<file path="src/sv/cba_pkg.sv">
`timescale 1ns / 1ps
// ----------------------------------------------------------------------------
// Compacting block allocator package
// Request codes, status codes and field widths shared by the allocator.
// ----------------------------------------------------------------------------
package cba_pkg;

    localparam int FUNC_W = 3;
    localparam int IDX_W  = 5;
    localparam int BYTE_W = 17;
    localparam int STAT_W = 2;

    localparam logic [FUNC_W-1:0] FUNC_ALLOC  = 3'd0;
    localparam logic [FUNC_W-1:0] FUNC_FREE   = 3'd1;
    localparam logic [FUNC_W-1:0] FUNC_RESIZE = 3'd2;
    localparam logic [FUNC_W-1:0] FUNC_QUERY  = 3'd3;
    localparam logic [FUNC_W-1:0] FUNC_CLEAR  = 3'd4;

    localparam logic [STAT_W-1:0] STAT_OK       = 2'd0;
    localparam logic [STAT_W-1:0] STAT_NO_SPACE = 2'd1;
    localparam logic [STAT_W-1:0] STAT_NOT_FND  = 2'd2;

    typedef logic [BYTE_W-1:0] bytes_t;

endpackage

</file>
<file path="src/sv/compacting_block_allocator_unit.sv">
`timescale 1ns / 1ps
// ----------------------------------------------------------------------------
// Compacting block allocator
// Ordered block table in two memories with registered reads, walked by a sequencer.
// ----------------------------------------------------------------------------
// Alloc, clear and a missing index answer straight from dispatch; query reads its
// entry first; free and resize also move each later entry, freeing the last entry
// above index zero rereads the entry below it for the new end, and a compaction
// pass walks every table entry and then dispatches the alloc or resize again.
// Requests are handled one at a time: a new one is accepted only after the
// previous response is registered, which waits while an older one is held.
// Reset: aresetn is synchronous; the table empties at once, no clearing pass.
module compacting_block_allocator_unit #(
    parameter int MAX_BLOCKS       = 32,
    parameter int REGION_BYTES_MAX = 65536
) (
    input  logic        aclk,
    input  logic        aresetn,
    input  logic        s_tvalid,
    output logic        s_tready,
    // func[2:0], block_index[7:3], length[24:8], zero pad[31:25]
    input  logic [31:0] s_tdata,
    output logic        m_tvalid,
    input  logic        m_tready,
    // status[1:0], result_index[6:2], block_offset[23:7], block_length[40:24],
    // used_bytes[57:41], free_bytes[74:58], zero pad[79:75]
    output logic [79:0] m_tdata,
    input  logic        cfg_valid,
    output logic        cfg_ready,
    input  logic [16:0] cfg_data
);
    import cba_pkg::*;

    localparam int AW = (MAX_BLOCKS > 1) ? $clog2(MAX_BLOCKS) : 1;
    localparam int CW = $clog2(MAX_BLOCKS + 1);
    localparam int XW = ((CW > IDX_W) ? CW : IDX_W) + 1;
    localparam int CAP_MAX_I = (REGION_BYTES_MAX > 131071) ? 131071 : REGION_BYTES_MAX;
    localparam int CAP_RST_I = (REGION_BYTES_MAX > 65536) ? 65536 : REGION_BYTES_MAX;
    localparam bytes_t CAP_MAX = BYTE_W'(CAP_MAX_I);
    localparam bytes_t CAP_RST = BYTE_W'(CAP_RST_I);
    localparam logic [XW-1:0] MAX_X = XW'(MAX_BLOCKS);

    localparam logic [3:0] S_IDLE   = 4'd0;
    localparam logic [3:0] S_DISP   = 4'd1;
    localparam logic [3:0] S_IDX    = 4'd2;
    localparam logic [3:0] S_FR_RD  = 4'd3;
    localparam logic [3:0] S_FR_WR  = 4'd4;
    localparam logic [3:0] S_RS_RD  = 4'd5;
    localparam logic [3:0] S_RS_WR  = 4'd6;
    localparam logic [3:0] S_CMP_RD = 4'd7;
    localparam logic [3:0] S_CMP_WR = 4'd8;
    localparam logic [3:0] S_END_RD = 4'd9;
    localparam logic [3:0] S_END_CA = 4'd10;
    localparam logic [3:0] S_DONE   = 4'd11;

    bytes_t off_mem [MAX_BLOCKS];
    bytes_t len_mem [MAX_BLOCKS];
    bytes_t rd_off, rd_len;

    logic [3:0]        st_reg, st_next;
    logic [FUNC_W-1:0] func_reg, func_next;
    logic [IDX_W-1:0]  idx_reg, idx_next;
    bytes_t            len_reg, len_next;
    logic [AW-1:0]     ptr_reg, ptr_next;
    bytes_t            acc_reg, acc_next;
    bytes_t            dist_reg, dist_next;
    logic [CW-1:0]     cnt_reg, cnt_next;
    logic              gaps_reg, gaps_next;
    logic              cmp_reg, cmp_next;
    bytes_t            end_reg, end_next;
    bytes_t            cap_reg;
    logic [STAT_W-1:0] stat_reg, stat_next;
    bytes_t            boff_reg, boff_next;
    bytes_t            blen_reg, blen_next;
    logic              mv_reg, mv_next;
    logic [79:0]       mdata_reg, mdata_next;

    logic [AW-1:0] ra, wa;
    logic          we_off, we_len;
    bytes_t        wd_off, wd_len;
    bytes_t        free_b, new_off, need;
    logic [XW-1:0] idx_x, cnt_x, ptr_x;
    logic [AW-1:0] idx_a;

    assign s_tready  = (st_reg == S_IDLE);
    assign cfg_ready = 1'b1;
    assign m_tvalid  = mv_reg;
    assign m_tdata   = mdata_reg;

    assign free_b = (end_reg >= cap_reg) ? '0 : cap_reg - end_reg;
    assign idx_x  = XW'(idx_reg);
    assign cnt_x  = XW'(cnt_reg);
    assign ptr_x  = XW'(ptr_reg);
    assign idx_a  = AW'(idx_reg);
    assign need   = len_reg - rd_len;

    always_comb begin
        st_next    = st_reg;
        func_next  = func_reg;
        idx_next   = idx_reg;
        len_next   = len_reg;
        ptr_next   = ptr_reg;
        acc_next   = acc_reg;
        dist_next  = dist_reg;
        cnt_next   = cnt_reg;
        gaps_next  = gaps_reg;
        cmp_next   = cmp_reg;
        end_next   = end_reg;
        stat_next  = stat_reg;
        boff_next  = boff_reg;
        blen_next  = blen_reg;
        mv_next    = mv_reg;
        mdata_next = mdata_reg;
        ra         = ptr_reg;
        wa         = ptr_reg;
        we_off     = 1'b0;
        we_len     = 1'b0;
        wd_off     = rd_off;
        wd_len     = rd_len;
        new_off    = rd_off + dist_reg;

        if (mv_reg && m_tready) begin
            mv_next = 1'b0;
        end

        case (st_reg)
            S_IDLE: begin
                if (s_tvalid) begin
                    func_next = s_tdata[2:0];
                    idx_next  = s_tdata[7:3];
                    len_next  = s_tdata[24:8];
                    stat_next = STAT_OK;
                    boff_next = '0;
                    blen_next = '0;
                    cmp_next  = 1'b0;
                    st_next   = S_DISP;
                end
            end
            S_DISP: begin
                ra = idx_a;
                case (func_reg)
                    FUNC_ALLOC: begin
                        if (cnt_x >= MAX_X) begin
                            stat_next = STAT_NO_SPACE;
                            st_next   = S_DONE;
                        end else if (len_reg <= free_b) begin
                            wa        = AW'(cnt_reg);
                            we_off    = 1'b1;
                            we_len    = 1'b1;
                            wd_off    = end_reg;
                            wd_len    = len_reg;
                            boff_next = end_reg;
                            blen_next = len_reg;
                            cnt_next  = cnt_reg + 1'b1;
                            end_next  = end_reg + len_reg;
                            st_next   = S_DONE;
                        end else if (!cmp_reg && gaps_reg && cnt_reg != '0) begin
                            ptr_next = '0;
                            acc_next = '0;
                            cmp_next = 1'b1;
                            st_next  = S_CMP_RD;
                        end else begin
                            gaps_next = 1'b0;
                            stat_next = STAT_NO_SPACE;
                            st_next   = S_DONE;
                        end
                    end
                    FUNC_FREE, FUNC_RESIZE, FUNC_QUERY: begin
                        if (idx_x >= cnt_x) begin
                            stat_next = STAT_NOT_FND;
                            st_next   = S_DONE;
                        end else begin
                            st_next = S_IDX;
                        end
                    end
                    FUNC_CLEAR: begin
                        cnt_next = '0;
                        end_next = '0;
                        st_next  = S_DONE;
                    end
                    default: begin
                        st_next = S_DONE;
                    end
                endcase
            end
            S_IDX: begin
                case (func_reg)
                    FUNC_FREE: begin
                        boff_next = rd_off;
                        blen_next = rd_len;
                        gaps_next = 1'b1;
                        ptr_next  = idx_a;
                        if (idx_x + 1'b1 < cnt_x) begin
                            st_next = S_FR_RD;
                        end else begin
                            cnt_next = cnt_reg - 1'b1;
                            if (idx_reg == '0) begin
                                end_next = '0;
                                st_next  = S_DONE;
                            end else begin
                                ptr_next = idx_a - 1'b1;
                                st_next  = S_END_RD;
                            end
                        end
                    end
                    FUNC_RESIZE: begin
                        if (len_reg > rd_len && need > free_b) begin
                            if (!cmp_reg && gaps_reg && cnt_reg != '0) begin
                                ptr_next = '0;
                                acc_next = '0;
                                cmp_next = 1'b1;
                                st_next  = S_CMP_RD;
                            end else begin
                                gaps_next = 1'b0;
                                stat_next = STAT_NO_SPACE;
                                boff_next = rd_off;
                                blen_next = rd_len;
                                st_next   = S_DONE;
                            end
                        end else begin
                            wa        = idx_a;
                            we_len    = 1'b1;
                            wd_len    = len_reg;
                            boff_next = rd_off;
                            blen_next = len_reg;
                            acc_next  = rd_off + len_reg;
                            if (idx_x + 1'b1 < cnt_x) begin
                                ptr_next = idx_a + 1'b1;
                                st_next  = S_RS_RD;
                            end else begin
                                end_next = rd_off + len_reg;
                                st_next  = S_DONE;
                            end
                        end
                    end
                    default: begin
                        boff_next = rd_off;
                        blen_next = rd_len;
                        st_next   = S_DONE;
                    end
                endcase
            end
            S_FR_RD: begin
                ra      = ptr_reg + 1'b1;
                st_next = S_FR_WR;
            end
            S_FR_WR: begin
                we_off = 1'b1;
                we_len = 1'b1;
                if (ptr_x + 2'd2 < cnt_x) begin
                    ptr_next = ptr_reg + 1'b1;
                    st_next  = S_FR_RD;
                end else begin
                    cnt_next = cnt_reg - 1'b1;
                    st_next  = S_DONE;
                end
            end
            S_RS_RD: begin
                st_next = S_RS_WR;
            end
            S_RS_WR: begin
                // The first moved block lands right at the resized block's end.
                if (ptr_reg == idx_a + 1'b1) begin
                    dist_next = acc_reg - rd_off;
                    new_off   = acc_reg;
                end
                we_off = 1'b1;
                wd_off = new_off;
                if (ptr_x + 1'b1 < cnt_x) begin
                    ptr_next = ptr_reg + 1'b1;
                    st_next  = S_RS_RD;
                end else begin
                    end_next = new_off + rd_len;
                    st_next  = S_DONE;
                end
            end
            S_CMP_RD: begin
                st_next = S_CMP_WR;
            end
            S_CMP_WR: begin
                we_off   = 1'b1;
                wd_off   = acc_reg;
                acc_next = acc_reg + rd_len;
                if (ptr_x + 1'b1 < cnt_x) begin
                    ptr_next = ptr_reg + 1'b1;
                    st_next  = S_CMP_RD;
                end else begin
                    end_next  = acc_reg + rd_len;
                    gaps_next = 1'b0;
                    st_next   = S_DISP;
                end
            end
            S_END_RD: begin
                st_next = S_END_CA;
            end
            S_END_CA: begin
                end_next = rd_off + rd_len;
                st_next  = S_DONE;
            end
            S_DONE: begin
                if (!mv_reg || m_tready) begin
                    mv_next    = 1'b1;
                    mdata_next = {5'd0, free_b, end_reg, blen_reg, boff_reg,
                                  ((func_reg == FUNC_ALLOC && stat_reg == STAT_OK) ||
                                   (func_reg inside {FUNC_FREE, FUNC_RESIZE, FUNC_QUERY})) ?
                                      ((func_reg == FUNC_ALLOC) ? IDX_W'(cnt_reg - 1'b1)
                                                                : idx_reg) : '0,
                                  stat_reg};
                    st_next    = S_IDLE;
                end
            end
            default: begin
                st_next = S_IDLE;
            end
        endcase
    end

    always_ff @(posedge aclk) begin
        if (we_off) begin
            off_mem[wa] <= wd_off;
        end
        if (we_len) begin
            len_mem[wa] <= wd_len;
        end
        rd_off <= off_mem[ra];
        rd_len <= len_mem[ra];
    end

    always_ff @(posedge aclk) begin
        if (!aresetn) begin
            st_reg   <= S_IDLE;
            cnt_reg  <= '0;
            gaps_reg <= 1'b0;
            end_reg  <= '0;
            cap_reg  <= CAP_RST;
            mv_reg   <= 1'b0;
            cmp_reg  <= 1'b0;
        end else begin
            st_reg   <= st_next;
            cnt_reg  <= cnt_next;
            gaps_reg <= gaps_next;
            end_reg  <= end_next;
            mv_reg   <= mv_next;
            cmp_reg  <= cmp_next;
            if (cfg_valid) begin
                cap_reg <= (cfg_data > CAP_MAX) ? CAP_MAX : cfg_data;
            end
        end
    end

    always_ff @(posedge aclk) begin
        func_reg  <= func_next;
        idx_reg   <= idx_next;
        len_reg   <= len_next;
        ptr_reg   <= ptr_next;
        acc_reg   <= acc_next;
        dist_reg  <= dist_next;
        stat_reg  <= stat_next;
        boff_reg  <= boff_next;
        blen_reg  <= blen_next;
        mdata_reg <= mdata_next;
    end

    a_empty_end: assert property (@(posedge aclk) disable iff (!aresetn)
        (cnt_reg == '0) |-> (end_reg == '0))
        else $error("empty table with nonzero end offset");
    a_cnt_max: assert property (@(posedge aclk) disable iff (!aresetn)
        (XW'(cnt_reg) <= MAX_X))
        else $error("block count above table size");
    a_accept: assert property (@(posedge aclk) disable iff (!aresetn)
        (s_tvalid && s_tready) |=> (st_reg == S_DISP))
        else $error("accepted request not dispatched");

endmodule

</file>
<file path="config.mk">
export PLATFORM = sky130hd
export DESIGN_NAME = compacting_block_allocator_unit
export DESIGN_NICKNAME = d
export VERILOG_FILES = /design/src/sv/cba_pkg.sv /design/src/sv/compacting_block_allocator_unit.sv
export SDC_FILE = /design/constraint.sdc
export NUM_CORES = 2
export LEC_CHECK = 0
export ABC_AREA = 1
export BUFFER_PORTS_ARGS = -buffer_cell sky130_fd_sc_hd__buf_4
export CORE_ASPECT_RATIO = 0.9
export CORE_MARGIN = 5
export CORE_UTILIZATION = 36
export CTS_CLUSTER_SIZE = 10
export DETAILED_ROUTE_END_ITERATION = 8
export PLACE_DENSITY = 0.54
export SYNTH_ARGS = -nofsm -noshare
export SYNTH_HDL_FRONTEND = slang
export SYNTH_SLANG_ARGS = --single-unit
</file>
<file path="constraint.sdc">
create_clock -name aclk -period 8.1 [get_ports aclk]
set_clock_uncertainty 0.15 [all_clocks]
set_input_delay 1.215 -clock aclk [delete_from_list [all_inputs] [get_ports aclk]]
set_output_delay 1.215 -clock aclk [all_outputs]
set_load 0.01 [all_outputs]
</file>
==> impl_metrics.py <==
metrics = {
    "run_status": {
        "status": "completed",
    },
    "logic_synthesis": {
        "synth_area_leaders": "edfxtp_1 (60%), nand2_1 (9.1%), a21oi_1 (6.4%), ha_1 (3.8%), dfxtp_1 (2.6%)",
        "yosysWarnings": 0,
        "synth_enable_flop_cells": 1263,
        "synthTopCellsByCount": "nand2_1 (1535), edfxtp_1 (1263), a21oi_1 (814)",
        "synthArstFlopShare_pct": 0,
        "avgSynthCellArea_sq_um": 10.7,
        "synth-seq-cells": 1344,
        "yosys_most_used_dff": "edfxtp_1",
        "synth.distinct_cells": 59,
        "yosysTopAreaCell": "edfxtp_1",
        "ys_seq_area_share_pct": 62.4,
        "yosys.area.top_type_share_pct": 59.9,
        "syn_area_sq_um": 63300,
        "yosysMostFrequentCell": "nand2_1",
        "syn_inst": 5927,
    },
    "sta": {
        "hold_ws_ns": 0.259,
        "relSlewSlack_pct": 18.9,
        "max_freq_ghz": 0.145,
        "worst_pin_slew_ns": 1.22,
        "finalSetupViolations": 0,
        "drv_slew": 0,
        "finalCritPeriodShare_pct": 85.2,
        "final-hold-violation-count": 0,
        "setup_tns_ns": 0,
        "period_needed_ns": 6.90,
        "rsz0062_at_grt": "no",
    },
    "setup_path": {
        "endpoint": "off_mem[22][3]",
        "start_kind": "register",
        "crit_required_ns": 8.41,
        "ff2ff_path_depth": 25,
        "end_kind": "register",
        "r2r-end": "off_mem[22][3]",
        "crit_arrival_ns": 7.21,
        "crit_type": "register to register",
        "r2r_slack_ns": 1.20,
        "r2r-start": "end_reg[3]",
        "path_max_fanout": 73,
        "crit_start": "end_reg[3]",
    },
    "finish": {
        "syn_to_final_growth_pct": 13.8,
        "final_core_util_pct": 41.1,
        "drive_gt1_share_pct": 9.67,
        "num-nets-final": 6298,
        "fillers": 16600,
    },
    "clock_network": {
        "post_cts_buffers": 0,
        "cts.sinks": 1344,
        "cts_tree": "done",
        "clockBufferDepth": 3,
        "clk_pin_slew_worst_paths_ns": 0.06,
        "holdBufCountCts": 0,
        "cts_buffers": 159,
        "cts_resized": 0,
        "clock_latency_ns": 0.79,
        "h-tree-depth": 4,
        "cts-root-buf": "clkbuf_16",
    },
    "floorplan": {
        "dieArea_sq_um": 184000,
        "initial_core_util_pct": 36.1,
        "rows": 146,
        "die_y_um": 408,
        "ioPinCount": 137,
        "fp.coreArea_sq_um": 176000,
        "die_w_um": 452,
    },
    "global_route": {
        "overflow": 0,
        "grt_pass1_wl_um": 289000,
        "grt_max_degree": 170,
        "antenna_found_initial": 1,
        "grt_use_total_pct": 20.8,
        "grt_pass1_vias": 42600,
    },
    "worst_hold_path": {
        "min_path_type": "register to register",
    },
    "place": {
        "gp_congestion": 0.907,
        "port_buffers": 123,
        "post-dp-hpwl_um": 125000,
    },
    "drt": {
        "wl_per_cell_um": 23.2,
        "drt-initial-drc-count": 4548,
        "viasPerCell": 5.38,
        "drcViolationCount": 0,
        "totalWireLength_um": 197000,
        "dr.pass1.iters": 5,
        "postRouteAntennaNets": 0,
        "vias": 45700,
    },
    "job": {
        "cap_viol_max_count": 0,
    },
}
cells in the final DEF (no fill, tap or decap), types with 8 or more instances in the layout:
master,instances
a211oi_1,14
a21boi_0,39
a21o_1,9
a21oi_1,812
a31oi_1,11
a32oi_1,103
buf_4,260
clkbuf_1,45
clkbuf_16,160
clkinv_2,8
dfxtp_1,81
edfxtp_1,1263
fa_1,8
ha_1,192
inv_1,269
inv_2,10
nand2_1,1535
nand3_1,172
nand3b_1,8
nand4_1,28
nor2_1,200
nor2_2,45
nor3_1,25
nor3_2,29
o2111ai_1,8
o2111ai_4,13
o211ai_1,181
o21ai_0,247
o21bai_1,15
o22ai_1,21
or2_0,41
or2_1,62
xnor2_1,32
xor2_1,57
cell families after synthesis:
group / synth area share, %
and+or+nand+nor: 14.3
AOI/OAI and AO/OA: 14.0
DFF: 62.4
buffers and inverters: 4.05
adders and majority gates: 4.05
xor gates and xnor gates: 1.23
other: 0.0119
worst max-delay path, stage by stage, from the launching register on:
cell and delay, ns:
dfxtp_1 0.50, inv_1 0.18, ha_1 0.39, nand2_1 0.08, o21ai_0 0.24, nand2_1 0.08
o211ai_1 0.15, a31oi_1 0.18, o21ai_0 0.41, a21oi_1 0.15, xor2_1 0.23, nand2_1 0.16
ha_1 0.35, nand4_1 0.13, nor2_1 0.17, nand3b_1 0.09, nand3_1 0.20, nand2_2 0.21
nand2_4 0.61, nand2_1 0.10, nand3_1 0.12, nand2_1 0.07, nor2_1 0.35, nand3_1 0.59
nor3_2 0.29, buf_4 0.34
metrics by stage:
step	std cells	instance area (sq um)	setup WS, ns
2_1_floorplan	5931	63300	1.00
3_3_place_gp	8251	67400	1.23
3_5_place_dp	8251	67400	1.19
4_1_cts	8488	72100	1.20
5_1_grt	8488	72100	0.729
6_report	8490	72100	1.20
layer usage:
layer	vias up	track usage, %	part of all wire (%)
met5	-	0	0
met3	272	3.29	6.9
met4	0	5.95	2.6
met1	22300	31.4	47
li1	21500	-	-
met2	1606	30.7	43
layout make-up:
type	count	area (sq um)	share of cell area [%]
Antenna cell	2	5.00	0.00694
Clock buffer	211	4260	5.90
Clock inverter	26	387	0.536
Inverter	285	1080	1.50
Multi-Input combinational cell	3988	21800	30.2
Sequential cell	1344	39500	54.9
Tap cell	2368	2960	4.11
Timing Repair Buffer	266	2070	2.87
worst min-delay path by stage:
stage / startpoint / to / slack [ns] / cells past startpoint
after global routing: boff_reg[11] / m_tdata[18] / 0.27 / 0
after global placement: boff_reg[9] / m_tdata[16] / 0.25 / 0
after CTS: boff_reg[11] / m_tdata[18] / 0.25 / 0
after detailed placement: boff_reg[8] / m_tdata[15] / 0.25 / 0
final: boff_reg[11] / m_tdata[18] / 0.26 / 0
after floorplan: boff_reg[3] / m_tdata[10] / 0.25 / 0
Power is left out: the tool's default activity adds up to more than one toggle a clock period on the data nets, which glitch-free logic cannot reach.
